<file path="config.mk">
export PLATFORM = sky130hd
export DESIGN_NAME = ihex_word_stream_parser
export DESIGN_NICKNAME = d
export VERILOG_FILES = /design/src/rtl/ihex_pkg.sv /design/src/rtl/ihex_line_parser.sv /design/src/rtl/ihex_result_queue.sv /design/src/rtl/ihex_word_stream_parser.sv
export SDC_FILE = /design/constraint.sdc
export NUM_CORES = 1
export LEC_CHECK = 0
export ABC_AREA = 1
export CAP_MARGIN = 40
export CORE_MARGIN = 3
export CORE_UTILIZATION = 50
export CTS_CLUSTER_DIAMETER = 120
export DETAILED_ROUTE_END_ITERATION = 10
export DONT_BUFFER_PORTS = 1
export PLACE_DENSITY = 0.77
export SETUP_SLACK_MARGIN = 0.05
export SYNTH_ARGS = -nofsm -noshare
export SYNTH_HDL_FRONTEND = slang
export SYNTH_SLANG_ARGS = --single-unit
</file>
<file path="constraint.sdc">
create_clock -name clk -period 6.76 [get_ports clk]
set_input_delay 0.676 -clock clk [delete_from_list [all_inputs] [get_ports clk]]
set_output_delay 0.676 -clock clk [all_outputs]
set_load 0.01 [all_outputs]
</file>
<file path="src/rtl/ihex_pkg.sv">
package ihex_pkg;

  localparam int COUNT_WIDTH = 20;
  localparam int TOTAL_W     = 20;
  localparam int POS_W       = 10;
  localparam int IDX_W       = 7;
  localparam int LEN_W       = POS_W + 1;
  localparam int QUEUE_DEPTH = 4;
  localparam int QPTR_W      = $clog2(QUEUE_DEPTH);
  localparam int QCNT_W      = QPTR_W + 1;

  localparam logic [COUNT_WIDTH-1:0] COUNT_MAX = {COUNT_WIDTH{1'b1}};
  localparam logic [POS_W-1:0]       POS_MAX   = {POS_W{1'b1}};

  localparam logic [POS_W-1:0] POS_COUNT_HI = POS_W'(1);
  localparam logic [POS_W-1:0] POS_COUNT_LO = POS_W'(2);
  localparam logic [POS_W-1:0] POS_ADDR_HI  = POS_W'(3);
  localparam logic [POS_W-1:0] POS_ADDR_LO  = POS_W'(6);
  localparam logic [POS_W-1:0] POS_TYPE     = POS_W'(8);
  localparam logic [POS_W-1:0] POS_DATA     = POS_W'(9);
  localparam logic [LEN_W-1:0] MIN_LINE_LEN = LEN_W'(11);

  localparam logic [7:0] CHAR_NUL   = 8'h00;
  localparam logic [7:0] CHAR_NL    = 8'h0A;
  localparam logic [7:0] CHAR_COLON = 8'h3A;
  localparam logic [7:0] CHAR_ZERO  = 8'h30;

  typedef enum logic [1:0] {
    KIND_DATA   = 2'd0,
    KIND_DONE   = 2'd1,
    KIND_REJECT = 2'd2
  } kind_t;

  typedef struct packed {
    kind_t                kind;
    logic [15:0]          data_word;
    logic [15:0]          word_address;
    logic [TOTAL_W-1:0]   total_words;
    logic                 final_result;
  } result_t;

  // results produced by one accepted character, in delivery order
  typedef struct packed {
    logic [1:0] count;
    result_t    first;
    result_t    second;
  } push_t;

  // bit 4 set means not a hex digit
  function automatic logic [4:0] hex_value(input logic [7:0] c);
    logic [4:0] v;
    v = 5'h10;
    if (c >= 8'h30 && c <= 8'h39) v = 5'(c - 8'h30);
    else if (c >= 8'h61 && c <= 8'h66) v = 5'(c - 8'h57);
    else if (c >= 8'h41 && c <= 8'h46) v = 5'(c - 8'h37);
    return v;
  endfunction

endpackage

</file>
<file path="src/rtl/ihex_line_parser.sv">
module ihex_line_parser (
  input  logic                 clk,
  input  logic                 rst,
  input  logic                 accept,
  input  logic [7:0]           text_char,
  input  logic                 end_of_file,
  input  logic                 cfg_wen,
  input  logic                 cfg_wdata,
  output ihex_pkg::push_t      push
);

  logic                            little_endian;
  logic [ihex_pkg::POS_W-1:0]      char_position, char_position_next;
  logic [7:0]                      record_byte_count, record_byte_count_next;
  logic [15:0]                     record_start_address, record_start_address_next;
  logic                            is_data_record, is_data_record_next;
  logic                            colon_seen, colon_seen_next;
  logic [ihex_pkg::IDX_W-1:0]      word_index, word_index_next;
  logic [15:0]                     digit_shift, digit_shift_next;
  logic                            error_seen, error_seen_next;
  logic [ihex_pkg::COUNT_WIDTH-1:0] word_total, word_total_next;
  logic                            text_cut, text_cut_next;

  logic                            newline;
  logic [4:0]                      hv;
  logic [3:0]                      digit;
  logic [1:0]                      group_pos;
  logic                            emit;
  logic [15:0]                     word;
  logic [15:0]                     word_addr;
  logic [ihex_pkg::LEN_W-1:0]      line_len;
  ihex_pkg::result_t               data_res, status_res;

  always_comb begin
    char_position_next        = char_position;
    record_byte_count_next    = record_byte_count;
    record_start_address_next = record_start_address;
    is_data_record_next       = is_data_record;
    colon_seen_next           = colon_seen;
    word_index_next           = word_index;
    digit_shift_next          = digit_shift;
    error_seen_next           = error_seen;
    word_total_next           = word_total;
    text_cut_next             = text_cut;
    emit                      = 1'b0;
    word                      = '0;
    line_len                  = '0;

    newline   = (text_char == ihex_pkg::CHAR_NL);
    hv        = ihex_pkg::hex_value(text_char);
    digit     = hv[4] ? 4'h0 : hv[3:0];
    // digit slot inside a four-digit group, counted from position 9
    group_pos = 2'(char_position - ihex_pkg::POS_W'(1));
    word_addr = {1'b0, record_start_address[15:1]} + 16'(word_index);

    if (!text_cut && !newline) begin
      if (text_char == ihex_pkg::CHAR_NUL) begin
        text_cut_next = 1'b1;
      end else begin
        if (text_char == ihex_pkg::CHAR_COLON) colon_seen_next = 1'b1;
        if (char_position >= ihex_pkg::POS_COUNT_HI &&
            char_position <= ihex_pkg::POS_ADDR_LO) begin
          if (hv[4]) error_seen_next = 1'b1;
          if (char_position == ihex_pkg::POS_COUNT_HI ||
              char_position == ihex_pkg::POS_ADDR_HI)
            digit_shift_next = {12'h000, digit};
          else
            digit_shift_next = {digit_shift[11:0], digit};
          if (char_position == ihex_pkg::POS_COUNT_LO)
            record_byte_count_next = digit_shift_next[7:0];
          if (char_position == ihex_pkg::POS_ADDR_LO)
            record_start_address_next = digit_shift_next;
        end else if (char_position == ihex_pkg::POS_TYPE) begin
          is_data_record_next = (text_char == ihex_pkg::CHAR_ZERO);
        end else if (char_position >= ihex_pkg::POS_DATA && is_data_record &&
                     word_index < record_byte_count[7:1]) begin
          if (hv[4]) error_seen_next = 1'b1;
          if (group_pos == 2'd0) digit_shift_next = {12'h000, digit};
          else digit_shift_next = {digit_shift[11:0], digit};
          if (group_pos == 2'd3) begin
            word = little_endian ? {digit_shift_next[7:0], digit_shift_next[15:8]}
                                 : digit_shift_next;
            if (!error_seen_next) begin
              emit = 1'b1;
              if (word_total != ihex_pkg::COUNT_MAX)
                word_total_next = word_total + 1'b1;
            end
            word_index_next = word_index + 1'b1;
          end
        end
        if (char_position != ihex_pkg::POS_MAX)
          char_position_next = char_position + 1'b1;
      end
    end

    if (newline || end_of_file) begin
      line_len = ihex_pkg::LEN_W'(char_position_next);
      if (newline && !text_cut) line_len = line_len + 1'b1;
      if (line_len < ihex_pkg::MIN_LINE_LEN) error_seen_next = 1'b1;
      if (!colon_seen_next) error_seen_next = 1'b1;
      if (is_data_record_next && word_index_next < record_byte_count_next[7:1])
        error_seen_next = 1'b1;
      char_position_next        = '0;
      record_byte_count_next    = '0;
      record_start_address_next = '0;
      is_data_record_next       = 1'b0;
      colon_seen_next           = 1'b0;
      word_index_next           = '0;
      digit_shift_next          = '0;
      text_cut_next             = 1'b0;
    end
  end

  always_comb begin
    data_res.kind         = ihex_pkg::KIND_DATA;
    data_res.data_word    = word;
    data_res.word_address = word_addr;
    data_res.total_words  = ihex_pkg::TOTAL_W'(word_total_next);
    data_res.final_result = !end_of_file;

    status_res.data_word    = '0;
    status_res.word_address = '0;
    status_res.final_result = 1'b1;
    if (error_seen_next || word_total_next == '0) begin
      status_res.kind        = ihex_pkg::KIND_REJECT;
      status_res.total_words = '0;
    end else begin
      status_res.kind        = ihex_pkg::KIND_DONE;
      status_res.total_words = ihex_pkg::TOTAL_W'(word_total_next);
    end

    push.count  = accept ? (2'(emit) + 2'(end_of_file)) : 2'd0;
    push.first  = emit ? data_res : status_res;
    push.second = status_res;
  end

  always_ff @(posedge clk) begin
    if (rst) begin
      little_endian        <= 1'b1;
      char_position        <= '0;
      record_byte_count    <= '0;
      record_start_address <= '0;
      is_data_record       <= 1'b0;
      colon_seen           <= 1'b0;
      word_index           <= '0;
      digit_shift          <= '0;
      error_seen           <= 1'b0;
      word_total           <= '0;
      text_cut             <= 1'b0;
    end else begin
      if (cfg_wen) little_endian <= cfg_wdata;
      if (accept) begin
        char_position        <= char_position_next;
        record_byte_count    <= record_byte_count_next;
        record_start_address <= record_start_address_next;
        is_data_record       <= is_data_record_next;
        colon_seen           <= colon_seen_next;
        word_index           <= word_index_next;
        digit_shift          <= digit_shift_next;
        error_seen           <= error_seen_next;
        word_total           <= word_total_next;
        text_cut             <= text_cut_next;
      end
    end
  end

endmodule

</file>
<file path="src/rtl/ihex_result_queue.sv">
module ihex_result_queue (
  input  logic              clk,
  input  logic              rst,
  input  ihex_pkg::push_t   push,
  output logic              room,
  output logic              out_valid,
  input  logic              out_ready,
  output ihex_pkg::result_t out_result
);

  ihex_pkg::result_t              entries [ihex_pkg::QUEUE_DEPTH];
  logic [ihex_pkg::QPTR_W-1:0]    wr_ptr, rd_ptr;
  logic [ihex_pkg::QCNT_W-1:0]    count;
  logic                           pop;

  assign out_valid  = (count != '0);
  assign out_result = entries[rd_ptr];
  assign pop        = out_valid && out_ready;
  // a character can bring two results, so keep two entries free
  assign room       = (count <= ihex_pkg::QCNT_W'(ihex_pkg::QUEUE_DEPTH - 2));

  always_ff @(posedge clk) begin
    if (push.count != 2'd0) entries[wr_ptr] <= push.first;
    if (push.count == 2'd2) entries[wr_ptr + 1'b1] <= push.second;
  end

  always_ff @(posedge clk) begin
    if (rst) begin
      wr_ptr <= '0;
      rd_ptr <= '0;
      count  <= '0;
    end else begin
      wr_ptr <= wr_ptr + ihex_pkg::QPTR_W'(push.count);
      if (pop) rd_ptr <= rd_ptr + 1'b1;
      count <= count + ihex_pkg::QCNT_W'(push.count) - ihex_pkg::QCNT_W'(pop);
    end
  end

endmodule

</file>
<file path="src/rtl/ihex_word_stream_parser.sv">
// results are registered in the result queue and presented on the master side from it
// throughput: one character per cycle while s_tready is high; a character yields zero, one or two results
// the four-entry result queue holds s_tready low while fewer than two entries are free
// reset (synchronous, rst high) clears line state, error flag, word total and queue,
// and sets little_endian to 1
module ihex_word_stream_parser (
  input  logic        clk,
  input  logic        rst,
  input  logic        s_tvalid,
  output logic        s_tready,
  input  logic [7:0]  s_tdata,   // [7:0] text_char
  input  logic        s_tlast,   // end_of_file
  output logic        m_tvalid,
  input  logic        m_tready,
  output logic [55:0] m_tdata,   // [15:0] data_word, [31:16] word_address, [51:32] total_words
  output logic [1:0]  m_tuser,   // [1:0] result_kind
  output logic        m_tlast,   // final_result
  input  logic        cfg_wen,
  input  logic        cfg_wdata  // little_endian
);

  ihex_pkg::push_t   push;
  ihex_pkg::result_t res;
  logic              accept;

  assign accept = s_tvalid && s_tready;

  ihex_line_parser u_parser (
    .clk         (clk),
    .rst         (rst),
    .accept      (accept),
    .text_char   (s_tdata),
    .end_of_file (s_tlast),
    .cfg_wen     (cfg_wen),
    .cfg_wdata   (cfg_wdata),
    .push        (push)
  );

  ihex_result_queue u_queue (
    .clk        (clk),
    .rst        (rst),
    .push       (push),
    .room       (s_tready),
    .out_valid  (m_tvalid),
    .out_ready  (m_tready),
    .out_result (res)
  );

  assign m_tdata = {4'h0, res.total_words, res.word_address, res.data_word};
  assign m_tuser = res.kind;
  assign m_tlast = res.final_result;

endmodule

</file>
* Word-level counts from Yosys, hierarchy flattened
Memory sizes are Yosys's and may differ from the RTL's. A register that Yosys moved wholly into a read port is not among the register bits.
Cells that the tools add are included.
** Operators by class
- $add $sub $neg :: 15
- $lt $le $gt $ge :: 13
- Equal/unequal tests :: 14
- Muxes and demuxes :: 94
- Reductions and logical operators :: 30
** Operator list (count)
- 16-bit two-way mux :: 14
- 20-bit two-way mux :: 9
- 12-bit two-way mux :: 6
- 55-bit two-way mux :: 1
- 7-bit two-way mux :: 7
- 10-bit two-way mux :: 4
- 8-bit two-way mux :: 5
- 1-bit two-way mux :: 38
- 11-bit two-way mux :: 2
- 20-bit by 1-bit adder with 20-bit output, second input constant :: 1
- 10-bit by 2-bit == test with 1-bit output, second input constant :: 2
- 20-bit zero test :: 1
- 20-bit inequality test, second input constant :: 1
- 15-bit by 7-bit adder with 16-bit output :: 1
- 8-bit by 6-bit == test with 1-bit output, second input constant :: 2
- 8-bit by 7-bit >= comparator with 1-bit output, second input constant :: 2
- 8-bit by 7-bit <= comparator with 1-bit output, second input constant :: 2
- 5-bit two-way mux :: 3
- 5-bit subtractor, second input constant :: 3
- 7-bit less-than comparator :: 2
- 10-bit by 1-bit adder with 11-bit output, second input constant :: 1
- 1-bit logical AND :: 11
- 11-bit by 4-bit less-than comparator with 1-bit output, second input constant :: 1
- 10-bit by 1-bit adder with 10-bit output, second input constant :: 1
- other kinds (31) :: 46
** Storage, ports and cells
- Bits in registers :: 84
- RAM bits :: 220
- Input port bits :: 15
- Output and inout bits :: 61
- Word-level logic and storage cells :: 181
- Memories kept :: 1
** Memory list
- u_queue.entries :: depth 4, width 55, rd ports 1, clocked after Yosys merged registers in 1, wr ports 2, line ihex_result_queue.sv:11 : ihex_pkg::result_t entries [ihex_pkg::QUEUE_DEPTH];

* Logic depth before layout (Yosys ltp)
Gate-level depths: netlist (run 1).
- Depth after elaboration :: 23
- Gate-level depth with buffers :: 26
- Mapped depth without buffers :: 25

* Cells and area by module
From an unflattened synthesis (run 1), not the netlist that was laid out.
** Unflattened totals
- Cell total of the unflattened synthesis :: 2310
- Area, all modules :: 17991.0 um^2
** Modules (own cells, without submodules)
- ihex_result_queue :: instances 1, cells each 1149, area each 11058.1 um^2, sequential area each 6786.5 um^2
- ihex_line_parser :: instances 1, cells each 1154, area each 6891.6 um^2, sequential area each 1521.5 um^2
- ihex_word_stream_parser :: instances 1, cells each 7, area each 41.3 um^2, sequential area each 0.0 um^2

* Worst setup path after synthesis (run 1)
OpenSTA, ideal clock, no wires.
- Path type :: input to register
- Start :: input s_tdata[1]
- End :: memory u_queue.entries[0][22] (netlist name)
- Setup time :: 128 ps
- Arrival :: 4162 ps
- Data required time :: 6632 ps
- Setup slack :: 2470 ps
- Stages on the path :: 22
- Buffers on the path :: 2
- Cell sequence :: inv_1 > ha_1 > inv_1 > o211ai_1 > nand2_2 > nand2_1 > nand3_2 > nor2_2 > clkbuf_1 > ha_1 > inv_1 > nor2_1 > inv_1 > nor2_1 > inv_1 > nor2_1 > inv_1 > nand2_1 > inv_1 > clkbuf_1 > nand2_1 > o21ai_0
** RTL lines
- from (decl) :: line ihex_word_stream_parser.sv:11 : input logic [7:0] s_tdata,
- to (decl) :: line ihex_result_queue.sv:11

==> results of run 1 <==
[stage by stage]
| stage | cell area, um2 | utilization [%] | worst slack [ns] |
|---|---|---|---|
| after global placement | 16340 | 51.38 | 1.852 |
| after detailed placement | 16490 | 51.87 | 1.676 |
| after global routing | 17580 | 55.29 | 1.156 |
| after CTS | 17580 | 55.29 | 1.753 |
| after floorplan | 16240 | - | 2.470 |
| final | 17580 | 55.29 | 1.699 |
[path summary, 6_finish.rpt]
kind | startpoint | end | slack [ns] | cells after the start
hold reg to reg | u_queue.entries[1][46]$_SDFFE_PP0P_ | u_queue.entries[1][46]$_SDFFE_PP0P_ | 0.45 | 2
hold / removal | rst | u_queue.count[0]$_SDFF_PP0_ | 0.24 | 1
setup / recovery | u_parser.char_position[0]$_SDFFE_PP0P_ | u_queue.entries[0][16]$_DFFE_PP_ | 1.70 | 22
setup reg to reg | u_parser.char_position[0]$_SDFFE_PP0P_ | u_queue.entries[0][16]$_DFFE_PP_ | 1.70 | 22
[metal layers]
| metal | vias up | global-route usage, % |
|---|---|---|
| met5 | - | 0 |
| met4 | 0 | 11.29 |
| met3 | 132 | 4.376 |
| met2 | 784 | 40.43 |
| met1 | 7007 | 34.18 |
| li1 | 7275 | - |
[cells by family after synthesis]
logic type                 share of synthesized area (%)
and+or+nand+nor                                    28.17
AOI/OAI and AO/OA                                  16.76
DFF                                                43.06
buffers and inverters                              7.749
adders and majority gates                          3.100
xor gates and xnor gates                           1.141
other                                            0.02311
[registers in the layout, indices dropped and copies added (netlist names), named ones only]
register / flops
u_queue.rd_ptr: 2
u_parser.word_total: 20
u_parser.char_position: 10
u_parser.is_data_record: 1
u_queue.wr_ptr: 2
u_queue.count: 3
u_parser.colon_seen: 1
u_parser.record_start_address: 15
u_parser.digit_shift: 12
u_parser.record_byte_count: 7
u_parser.text_cut: 1
u_queue.entries: 220
u_parser.little_endian: 1
u_parser.word_index: 7
u_parser.error_seen: 1
[cell type report]
type                    count  area [um2]
fillers                  2866       14220
repair buffers             25       291.5
multi-input cells        1611        7996
clock inverters             6       55.05
clock buffers              53        1031
inverters                 179       671.9
flip-flops and latches    305        6990
well taps                 435       544.3
[cell usage in the layout, fill, tap and decap left out, types with 9 or more instances in the layout]
cell type,netlist,routed
clkbuf_16,0,35
a211oi_1,9,9
o22ai_1,61,61
nor3_1,11,11
nor2_4,24,24
o211ai_1,9,9
dfxtp_1,217,216
inv_1,161,159
o21ai_0,326,326
nor2_2,10,11
ha_1,37,37
inv_2,15,17
nor2_1,240,239
nand4_1,33,33
a21oi_1,93,93
buf_4,5,18
nand3_1,165,165
nand2_1,520,520
edfxtp_1,88,88
xor2_1,13,13
[power by group]
part           internal, mW  switching [mW]
sequential             1.99          0.0924
clock                  1.05           0.746
combinational         0.305           0.885
[worst max-delay path, stage by stage, from the launching register on]
cell and delay, ns:
dfxtp_1 0.38, inv_1 0.20, ha_1 0.27, inv_1 0.09
nor2_2 0.13, o21ai_0 0.13, nand3_2 0.18, nand3_1 0.15
nor2_4 0.18, nand2_1 0.10, nor3_1 0.25, nand3_1 0.13
xnor2_1 0.22, ha_1 0.29, a21oi_1 0.16, o2111a_1 0.20
nand2_1 0.05, nand3_1 0.07, a21oi_2 0.10, nand2_4 0.48
nand2_4 0.61, nand3_1 0.23, nand2_1 0.10
==> summary.txt, run 1 <==
STA
  – Clock period minus final worst setup slack: 5.061 ns
  – Setup violators final: 0
  – RSZ-0062 raised after global routing: no
  – Period utilization: 74.87%
  – Slew margin rel.: 35.84%
  – Worst Max-Slew Pin Slew: 0.9624 ns
  – Hold Slack: 0.2444 ns
  – Final Hold Viols: 0
  – Setup Skew: 0.02966 ns
  – Max Slew Vio Count: 0
  – FMAX: 197.6 MHz
  – Setup TNS: 0 ns

Synthesis
  – Most common library cells after synthesis: nand2_1, o21ai_0, nor2_1
  – Synth Area per Inst: 7.319 um2
  – Top post-synthesis cells by area: dfxtp_1, edfxtp_1, nand2_1
  – Area leader, netlist: dfxtp_1
  – Ys async rst share: 0%
  – Most frequent cell after synthesis: nand2_1
  – Post-synth top flop: dfxtp_1
  – Cell Area, Synth: 16,230 um2
  – Post-synth cell types: 47
  – Synth Register Bits: 305
  – Synth top area share: 26.77%
  – Yosys warns: 0
  – EDFF count, synth: 88
  – Sequential area share after synthesis: 43.06%
  – Cells after Synth: 2,217

Power and ir drop
  – Tot Pwr: 5.067 mW
  – PwrDens: 288.2 nW/um2
  – Worst vdd ir: 181.0 uV
  – Pleak: 7.097 nW

Floorplan
  – CORE AREA: 31,800 um2
  – Chip width: 186.2 um
  – IO Pins: 76
  – Die H: 186.2 um
  – Initial core utilization: 51.03%
  – Num rows: 65
  – Die area: 34,650 um2

Placement
  – Dpl hpwl: 29,230 um
  – Inst Count DP: 2,555
  – IO Port Bufs: 0
  – Final Wtd Congestion: 0.9552

Clocking
  – Root Driver: clkbuf_16
  – CTS hold repair buffers: 0
  – Clk_lat worst skew: 0.53 ns
  – Reg clk slew, reported paths: 0.06 ns
  – CTS tree: done
  – Setup repair bufs after CTS: 0
  – CTS resizes: 0
  – Number of CTS-inserted buffers: 34
  – Clock Path Buffers: 3
  – # clock sinks: 305
  – H-tree Lvls: 2

Worst setup path
  – Worst Path Required: 7.02 ns
  – Crit path max fanout: 80
  – CP Data Arrival Time: 5.32 ns
  – CP endpoint kind: flop
  – Element type at the critical path start: flop
  – Crit Path Class: reg -> reg

Routing
  – DR WL met3: 4229 um
  – Post-DR vias/cell: 5.814
  – DR WL met2: 20,650 um
  – Pre-antenna DRT Iters: 6
  – WL/cell: 17.32 um
  – Via Count: 15,200
  – Drt initial violations: 1,559
  – Drt drc: 0
  – Post-Route WL: 45,290 um
  – Post-Route M1 WL: 18,770 um
  – Post-DRT Antenna Nets: 0
  – Highest metal used: met4

Run
  – Maxcap violations: 0

Hold path
  – Min-delay worst type: in -> reg

Global routing
  – Global-route wire length before repair: 71,400 um
  – Vias in the first global route: 13,930
  – Largest net degree at the start of global routing: 89
  – Initial antenna violation count: 0
  – Gr usage total: 25.41%
  – GRT overflow: 0

Layout
  – Area grow syn2layout: 8.343%
  – Share of layout cells above drive strength 1: 7.480%
  – Finished Layout Cells: 2,614
  – Ant diodes: 0
  – Nets: 2,210

Status
  – Outcome: finished, final reports clean
No activity file was read; power rests on OpenSTA's default activity.
==> run 2, diff against run 1 <==
PLACE_DENSITY = 0.8   (was 0.77)
clock period = 4.42 ns   (was 6.76 ns; I/O delays follow)
==> summary.txt, run 2 (synthesized netlist as in run 1, its figures left out) <==
Floorplan
  – Die H: 186.2 um
  – Initial core utilization: 51.03%
  – Chip width: 186.2 um
  – IO Pins: 76
  – Num rows: 65
  – CORE AREA: 31,800 um2
  – Die area: 34,650 um2

Layout
  – Commonest non-fill, non-tap cell in the layout: nand2_1
  – Fillers: 2,765
  – Max FFs per register: 220
  – Nets: 2,237
  – Ant diodes: 0
  – Most frequent cells in the layout: nand2_1, o21ai_0, nor2_1
  – Regs by FF count: u_queue.entries: 220 flops, u_parser.word_total: 20 flops, u_parser.record_start_address: 15 flops
  – Post-route cell area: 17,930 um2
  – Finished Core Util: 56.39%
  – Area grow syn2layout: 10.51%
  – Register ranked first by flip-flop count: u_queue.entries
  – Share of layout cells above drive strength 1: 8.564%

Routing
  – Drt initial violations: 1,720
  – WL/cell: 17.80 um
  – Drt drc: 0
  – Post-Route WL: 47,020 um
  – Pre-antenna DRT Iters: 6
  – Via Count: 15,360
  – Post-DRT Antenna Nets: 0
  – Post-DR vias/cell: 5.813

Placement
  – Placed cell areas: 16,600 um2
  – Final Wtd Congestion: 0.9597
  – IO Port Bufs: 0
  – Dpl hpwl: 30,410 um

Status
  – Outcome: finished, final reports clean

Run
  – Maxcap violations: 0

Worst setup path
  – Reg-to-reg startpoint: u_parser.word_index[6]$_SDFFE_PP0P_
  – Most frequent CP cell: nand2_1
  – Slowest cell delay on critical path: 0.45 ns
  – CP bufs+invs: 2
  – Crit path max fanout: 12
  – CP Data Arrival Time: 4.54 ns
  – Crit Path Class: reg -> reg
  – Critical path's slowest cell: dfxtp_1
  – Critical Path Stages: 23
  – R2R depth: 23
  – CP delay by family, top: simple AND/OR/NAND/NOR gates
  – Worst Path Required: 4.80 ns
  – CP cell instances: ha_1, nand2_1, inv_1, nor2_1, nand3_1, nor2_2, nand3_2, nor2_4, nand2_1, nor3_4, nand3_1, xnor2_1, ha_1, nand2_1, o2111a_1, nand2_1, nand3_1, a21oi_4, nand2_4, buf_16, nor2_1, nand2_1, nand2_1
  – Worst reg-to-reg setup slack: 0.26 ns
  – Critical R2R Capture: u_queue.entries[3][1]$_DFFE_PP_
  – Element type at the critical path start: flop
  – CP endpoint kind: flop

STA
  – Setup violators final: 0
  – Worst Max-Slew Pin Slew: 0.9500 ns
  – Setup Skew: 0.02584 ns
  – FMAX: 240.4 MHz
  – Clock period minus final worst setup slack: 4.159 ns
  – Period utilization: 94.10%
  – RSZ-0062 raised after global routing: no
  – Max Slew Vio Count: 0
  – Slew margin rel.: 36.59%
  – Setup TNS: 0 ns
  – Final Hold Viols: 0

Clocking
  – # clock sinks: 305
  – Reg clk slew, reported paths: 0.06 ns
  – Number of CTS-inserted buffers: 34
  – H-tree Lvls: 2
  – Clock Path Buffers: 3
  – Clk_lat worst skew: 0.53 ns
  – Root Driver: clkbuf_16
  – CTS tree: done

Global routing
  – Global-route wire length before repair: 74,710 um
  – GRT overflow: 0
  – Vias in the first global route: 14,600
  – Gr usage total: 26.43%
  – Largest net degree at the start of global routing: 68
  – Initial antenna violation count: 0

Power and ir drop
  – Tot Pwr: 8.023 mW
  – Worst vdd ir: 303.0 uV
  – PwrDens: 447.4 nW/um2
  – Pleak: 7.288 nW

Hold path
  – Worst Hold Launch: rst
  – Min-delay worst type: in -> reg
  – Worst Hold Depth: 1
  – Worst Hold Endpoint: u_parser.digit_shift[9]$_SDFFE_PP0P_
run 2: final cells by class:
cell class                      count  area, um2  share of cell area (%)
Clock buffer                       52       1010                   5.631
Tap cell                          435      544.3                   3.035
Multi-Input combinational cell   1611       8026                   44.76
Timing Repair Buffer               52      548.0                   3.056
Clock inverter                      8      137.6                  0.7675
Sequential cell                   305       6992                   38.99
Inverter                          179      674.4                   3.761
run 2: stage by stage:
stage / cells / hold WS [ns] / setup WS, ns
global placement: 2567 / 0.4323 / 0.1017
finish: 2642 / 0.01860 / 0.2608
global route: 2642 / 0.003323 / 0.03340
CTS: 2637 / 0.0003512 / 0.1060
detailed placement: 2571 / 0.4411 / -0.03552
floorplan: 2220 / 0.4230 / 0.3138
run 2: metal layers:
layer | GRT usage [%] | up-vias | routed length, um
met3 | 4.842 | 115 | 4787
met5 | 0 | - | 0
met2 | 43.39 | 783 | 21900
li1 | - | 7336 | -
met4 | 10.01 | 0 | 1353
met1 | 34.97 | 7125 | 18980
run 2: worst max path at each step:
stage	startpoint	to	slack [ns]
3_5_place_dp	u_parser.char_position[0]$_SDFFE_PP0P_	u_queue.entries[0][13]$_DFFE_PP_	-0.04
2_1_floorplan	u_parser.char_position[0]$_SDFFE_PP0P_	u_queue.entries[0][22]$_SDFFE_PP0P_	0.31
5_1_grt	u_parser.word_index[6]$_SDFFE_PP0P_	u_queue.entries[1][12]$_DFFE_PP_	0.03
4_1_cts	u_parser.char_position[0]$_SDFFE_PP0P_	u_queue.entries[3][10]$_DFFE_PP_	0.11
6_report	u_parser.word_index[6]$_SDFFE_PP0P_	u_queue.entries[3][1]$_DFFE_PP_	0.26
3_3_place_gp	u_parser.char_position[0]$_SDFFE_PP0P_	u_queue.entries[2][13]$_DFFE_PP_	0.10
run 2: power breakdown:
part | switching, mW | leakage [nW] | internal (mW) | total [mW]
clock | 1.13 | 0.561 | 1.76 | 2.89
combinational | 1.41 | 4.15 | 0.539 | 1.95
sequential | 0.146 | 2.58 | 3.04 | 3.18
total | 2.69 | 7.29 | 5.33 | 8.02
run 2: worst register-to-register path, cell delays in order (launching register included):
cell	delay [ns]
dfxtp_1	0.45
ha_1	0.31
nand2_1	0.11
inv_1	0.05
nor2_1	0.08
nand3_1	0.12
nor2_2	0.13
nand3_2	0.12
nor2_4	0.18
nand2_1	0.14
nor3_4	0.17
nand3_1	0.12
xnor2_1	0.17
ha_1	0.33
nand2_1	0.05
o2111a_1	0.24
nand2_1	0.09
nand3_1	0.12
a21oi_4	0.27
nand2_4	0.15
buf_16	0.21
nor2_1	0.23
nand2_1	0.11
nand2_1	0.09
run 2: timing repair:
| action | CTS | global route |
|---|---|---|
| hold buffers | 5 | 0 |
| hold endpoints to repair | 13 | 0 |
| endpoints found under the setup margin | 68 | 87 |
| cloned | 1 | 1 |
| setup buffers | 0 | 4 |
| pin swaps | 0 | 3 |
| resized for setup | 4 | 9 |
==> run 3, diff against run 2 <==
CELL_PAD_IN_SITES_DETAIL_PLACEMENT = 1   (was unset)
CELL_PAD_IN_SITES_GLOBAL_PLACEMENT = 1   (was unset)
CORE_UTILIZATION = 43   (was 50)
PLACE_DENSITY = 0.89   (was 0.8)
==> summary.txt, run 3 (synthesized netlist as in run 1, its figures left out) <==
Clocking
  – # clock sinks: 305
  – Root Driver: clkbuf_16
  – Reg clk slew, reported paths: 0.06 ns
  – Clk_lat worst skew: 0.53 ns
  – Number of CTS-inserted buffers: 34
  – Clock Path Buffers: 3
  – CTS tree: done
  – H-tree Lvls: 2

Floorplan
  – Initial core utilization: 44.01%
  – IO Pins: 76
  – Die H: 200.3 um
  – CORE AREA: 36,870 um2
  – Num rows: 70
  – Chip width: 200.3 um
  – Die area: 40,100 um2

Routing
  – Pre-antenna DRT Iters: 6
  – Post-DRT Antenna Nets: 0
  – Via Count: 16,220
  – Drt initial violations: 1,559
  – WL/cell: 21.40 um
  – Post-Route WL: 58,000 um
  – Drt drc: 0
  – Post-DR vias/cell: 5.982

Worst setup path
  – Slowest cell delay on critical path: 0.45 ns
  – Critical Path Stages: 22
  – CP delay by family, top: simple AND/OR/NAND/NOR gates
  – Critical path's slowest cell: dfxtp_1
  – CP cell instances: inv_2, ha_1, nand3_1, nor2_2, nor2_1, nand3_1, nor2_4, nand2_1, nor3_2, nand3_1, xnor2_2, ha_1, a21oi_1, o2111a_1, nand2_1, nand3_1, a21oi_4, nand2_4, nand2_8, clkbuf_16, nand3_1, nand2_1
  – CP bufs+invs: 2
  – Worst Path Required: 4.70 ns
  – Crit Path Class: reg -> reg
  – Element type at the critical path start: flop
  – CP endpoint kind: flop
  – CP Data Arrival Time: 4.47 ns
  – Most frequent CP cell: nand3_1
  – Crit path max fanout: 22
  – R2R depth: 22

STA
  – Period utilization: 94.98%
  – Setup violators final: 0
  – Max Slew Vio Count: 0
  – Clock period minus final worst setup slack: 4.198 ns
  – FMAX: 238.2 MHz
  – Final Worst Setup Slack: 0.2221 ns
  – Setup TNS: 0 ns
  – Hold Slack: 0.03814 ns
  – Setup Skew: 0.01395 ns
  – RSZ-0062 raised after global routing: no
  – Final Hold Viols: 0
  – Worst Max-Slew Pin Slew: 0.9625 ns
  – Slew margin rel.: 35.76%

Placement
  – Inst Count DP: 2,643
  – Final Wtd Congestion: 0.9256
  – IO Port Bufs: 0
  – Worst slack at placement: 0.1342 ns
  – Dpl hpwl: 36,440 um

Hold path
  – Min-delay worst type: in -> reg
  – Worst Hold Depth: 2

Layout
  – Regs by FF count: u_queue.entries: 220 flops, u_parser.word_total: 20 flops, u_parser.record_start_address: 15 flops
  – Finished Layout Cells: 2,711
  – Most frequent cells in the layout: nand2_1, o21ai_0, nor2_1
  – Ant diodes: 0
  – Nets: 2,241
  – Register ranked first by flip-flop count: u_queue.entries
  – Share of layout cells above drive strength 1: 8.926%
  – Commonest non-fill, non-tap cell in the layout: nand2_1
  – Max FFs per register: 220
  – Area grow syn2layout: 10.95%

Power and ir drop
  – Seq pwr share: 39.5%
  – Switching Share: 34.74%
  – Pleak: 7.283 nW
  – NetSw: 2.835 mW
  – Tot Pwr: 8.162 mW
  – Clock power frac: 35.8%
  – PwrDens: 453.3 nW/um2
  – Combinational share of power: 24.7%
  – Worst vdd ir: 208.6 uV
  – Pint: 5.326 mW

Run
  – Maxcap violations: 0

Global routing
  – Largest net degree at the start of global routing: 67
  – Global-route wire length before repair: 90,410 um
  – Initial antenna violation count: 1
  – Vias in the first global route: 16,670
  – Gr usage total: 27.32%
  – GRT overflow: 0

Status
  – Outcome: finished, final reports clean
run 3: cell types whose count changed in the layout (fill, tap and decap cells not counted), moves of 4 or more:
cell / delta
buf_16: -4
buf_4: +5
clkbuf_1: -6
clkbuf_16: +4
run 3: worst paths after layout:
check        slack [ns]                                   start                                   to
min                0.04                                     rst  u_parser.little_endian$_SDFFE_PP1P_
min reg2reg        0.45     u_queue.entries[2][49]$_SDFFE_PP0P_  u_queue.entries[2][49]$_SDFFE_PP0P_
max reg2reg        0.22  u_parser.char_position[1]$_SDFFE_PP0P_     u_queue.entries[2][11]$_DFFE_PP_
max                0.22  u_parser.char_position[1]$_SDFFE_PP0P_     u_queue.entries[2][11]$_DFFE_PP_
run 3: area by class of cell:
cell class / count / area [um2]
clock inverter: 7 / 85.08
inverter: 179 / 674.4
tap: 504 / 630.6
clock buffer: 49 / 1045
timing repair buffer: 56 / 546.8
multi-input combinational: 1611 / 8030
fill: 4597 / 18870
sequential: 305 / 6992
run 3: repair_timing:
action                                 4_1_cts  5_1_grt
hold buffers                                 4        0
gates resized for setup                      2       13
endpoints found under the hold margin       24        0
setup endpoints to repair                   17       85
pin swaps                                    0        3
setup buffers                                0        6
gates cloned                                 0        2
run 3: per-stage QoR:
stage / utilization [%] / instance area [um2]
after global placement: 45.10 / 16630
after global routing: 48.83 / 18000
after CTS: 48.44 / 17860
after floorplan: - / 16240
after detailed placement: 45.21 / 16670
final: 48.83 / 18000
run 3: metal layers:
metal,GRT usage [%],vias to the layer above,part of all wire [%]
li1,-,7337,-
met1,34.43,7962,40
met2,47.68,757,49
met3,4.356,161,7.4
met4,9.511,0,3.5
met5,0,-,0
run 3: power by group through the flow:
stage | logic, mW | registers [mW] | clock network (mW)
floorplan | 1.39 | 3.18 | 0
global placement | 1.78 | 3.26 | 0
detailed placement | 1.87 | 3.27 | 0
CTS | 1.92 | 3.21 | 2.94
global route | 2.19 | 3.24 | 3.07
finish | 2.02 | 3.22 | 2.93
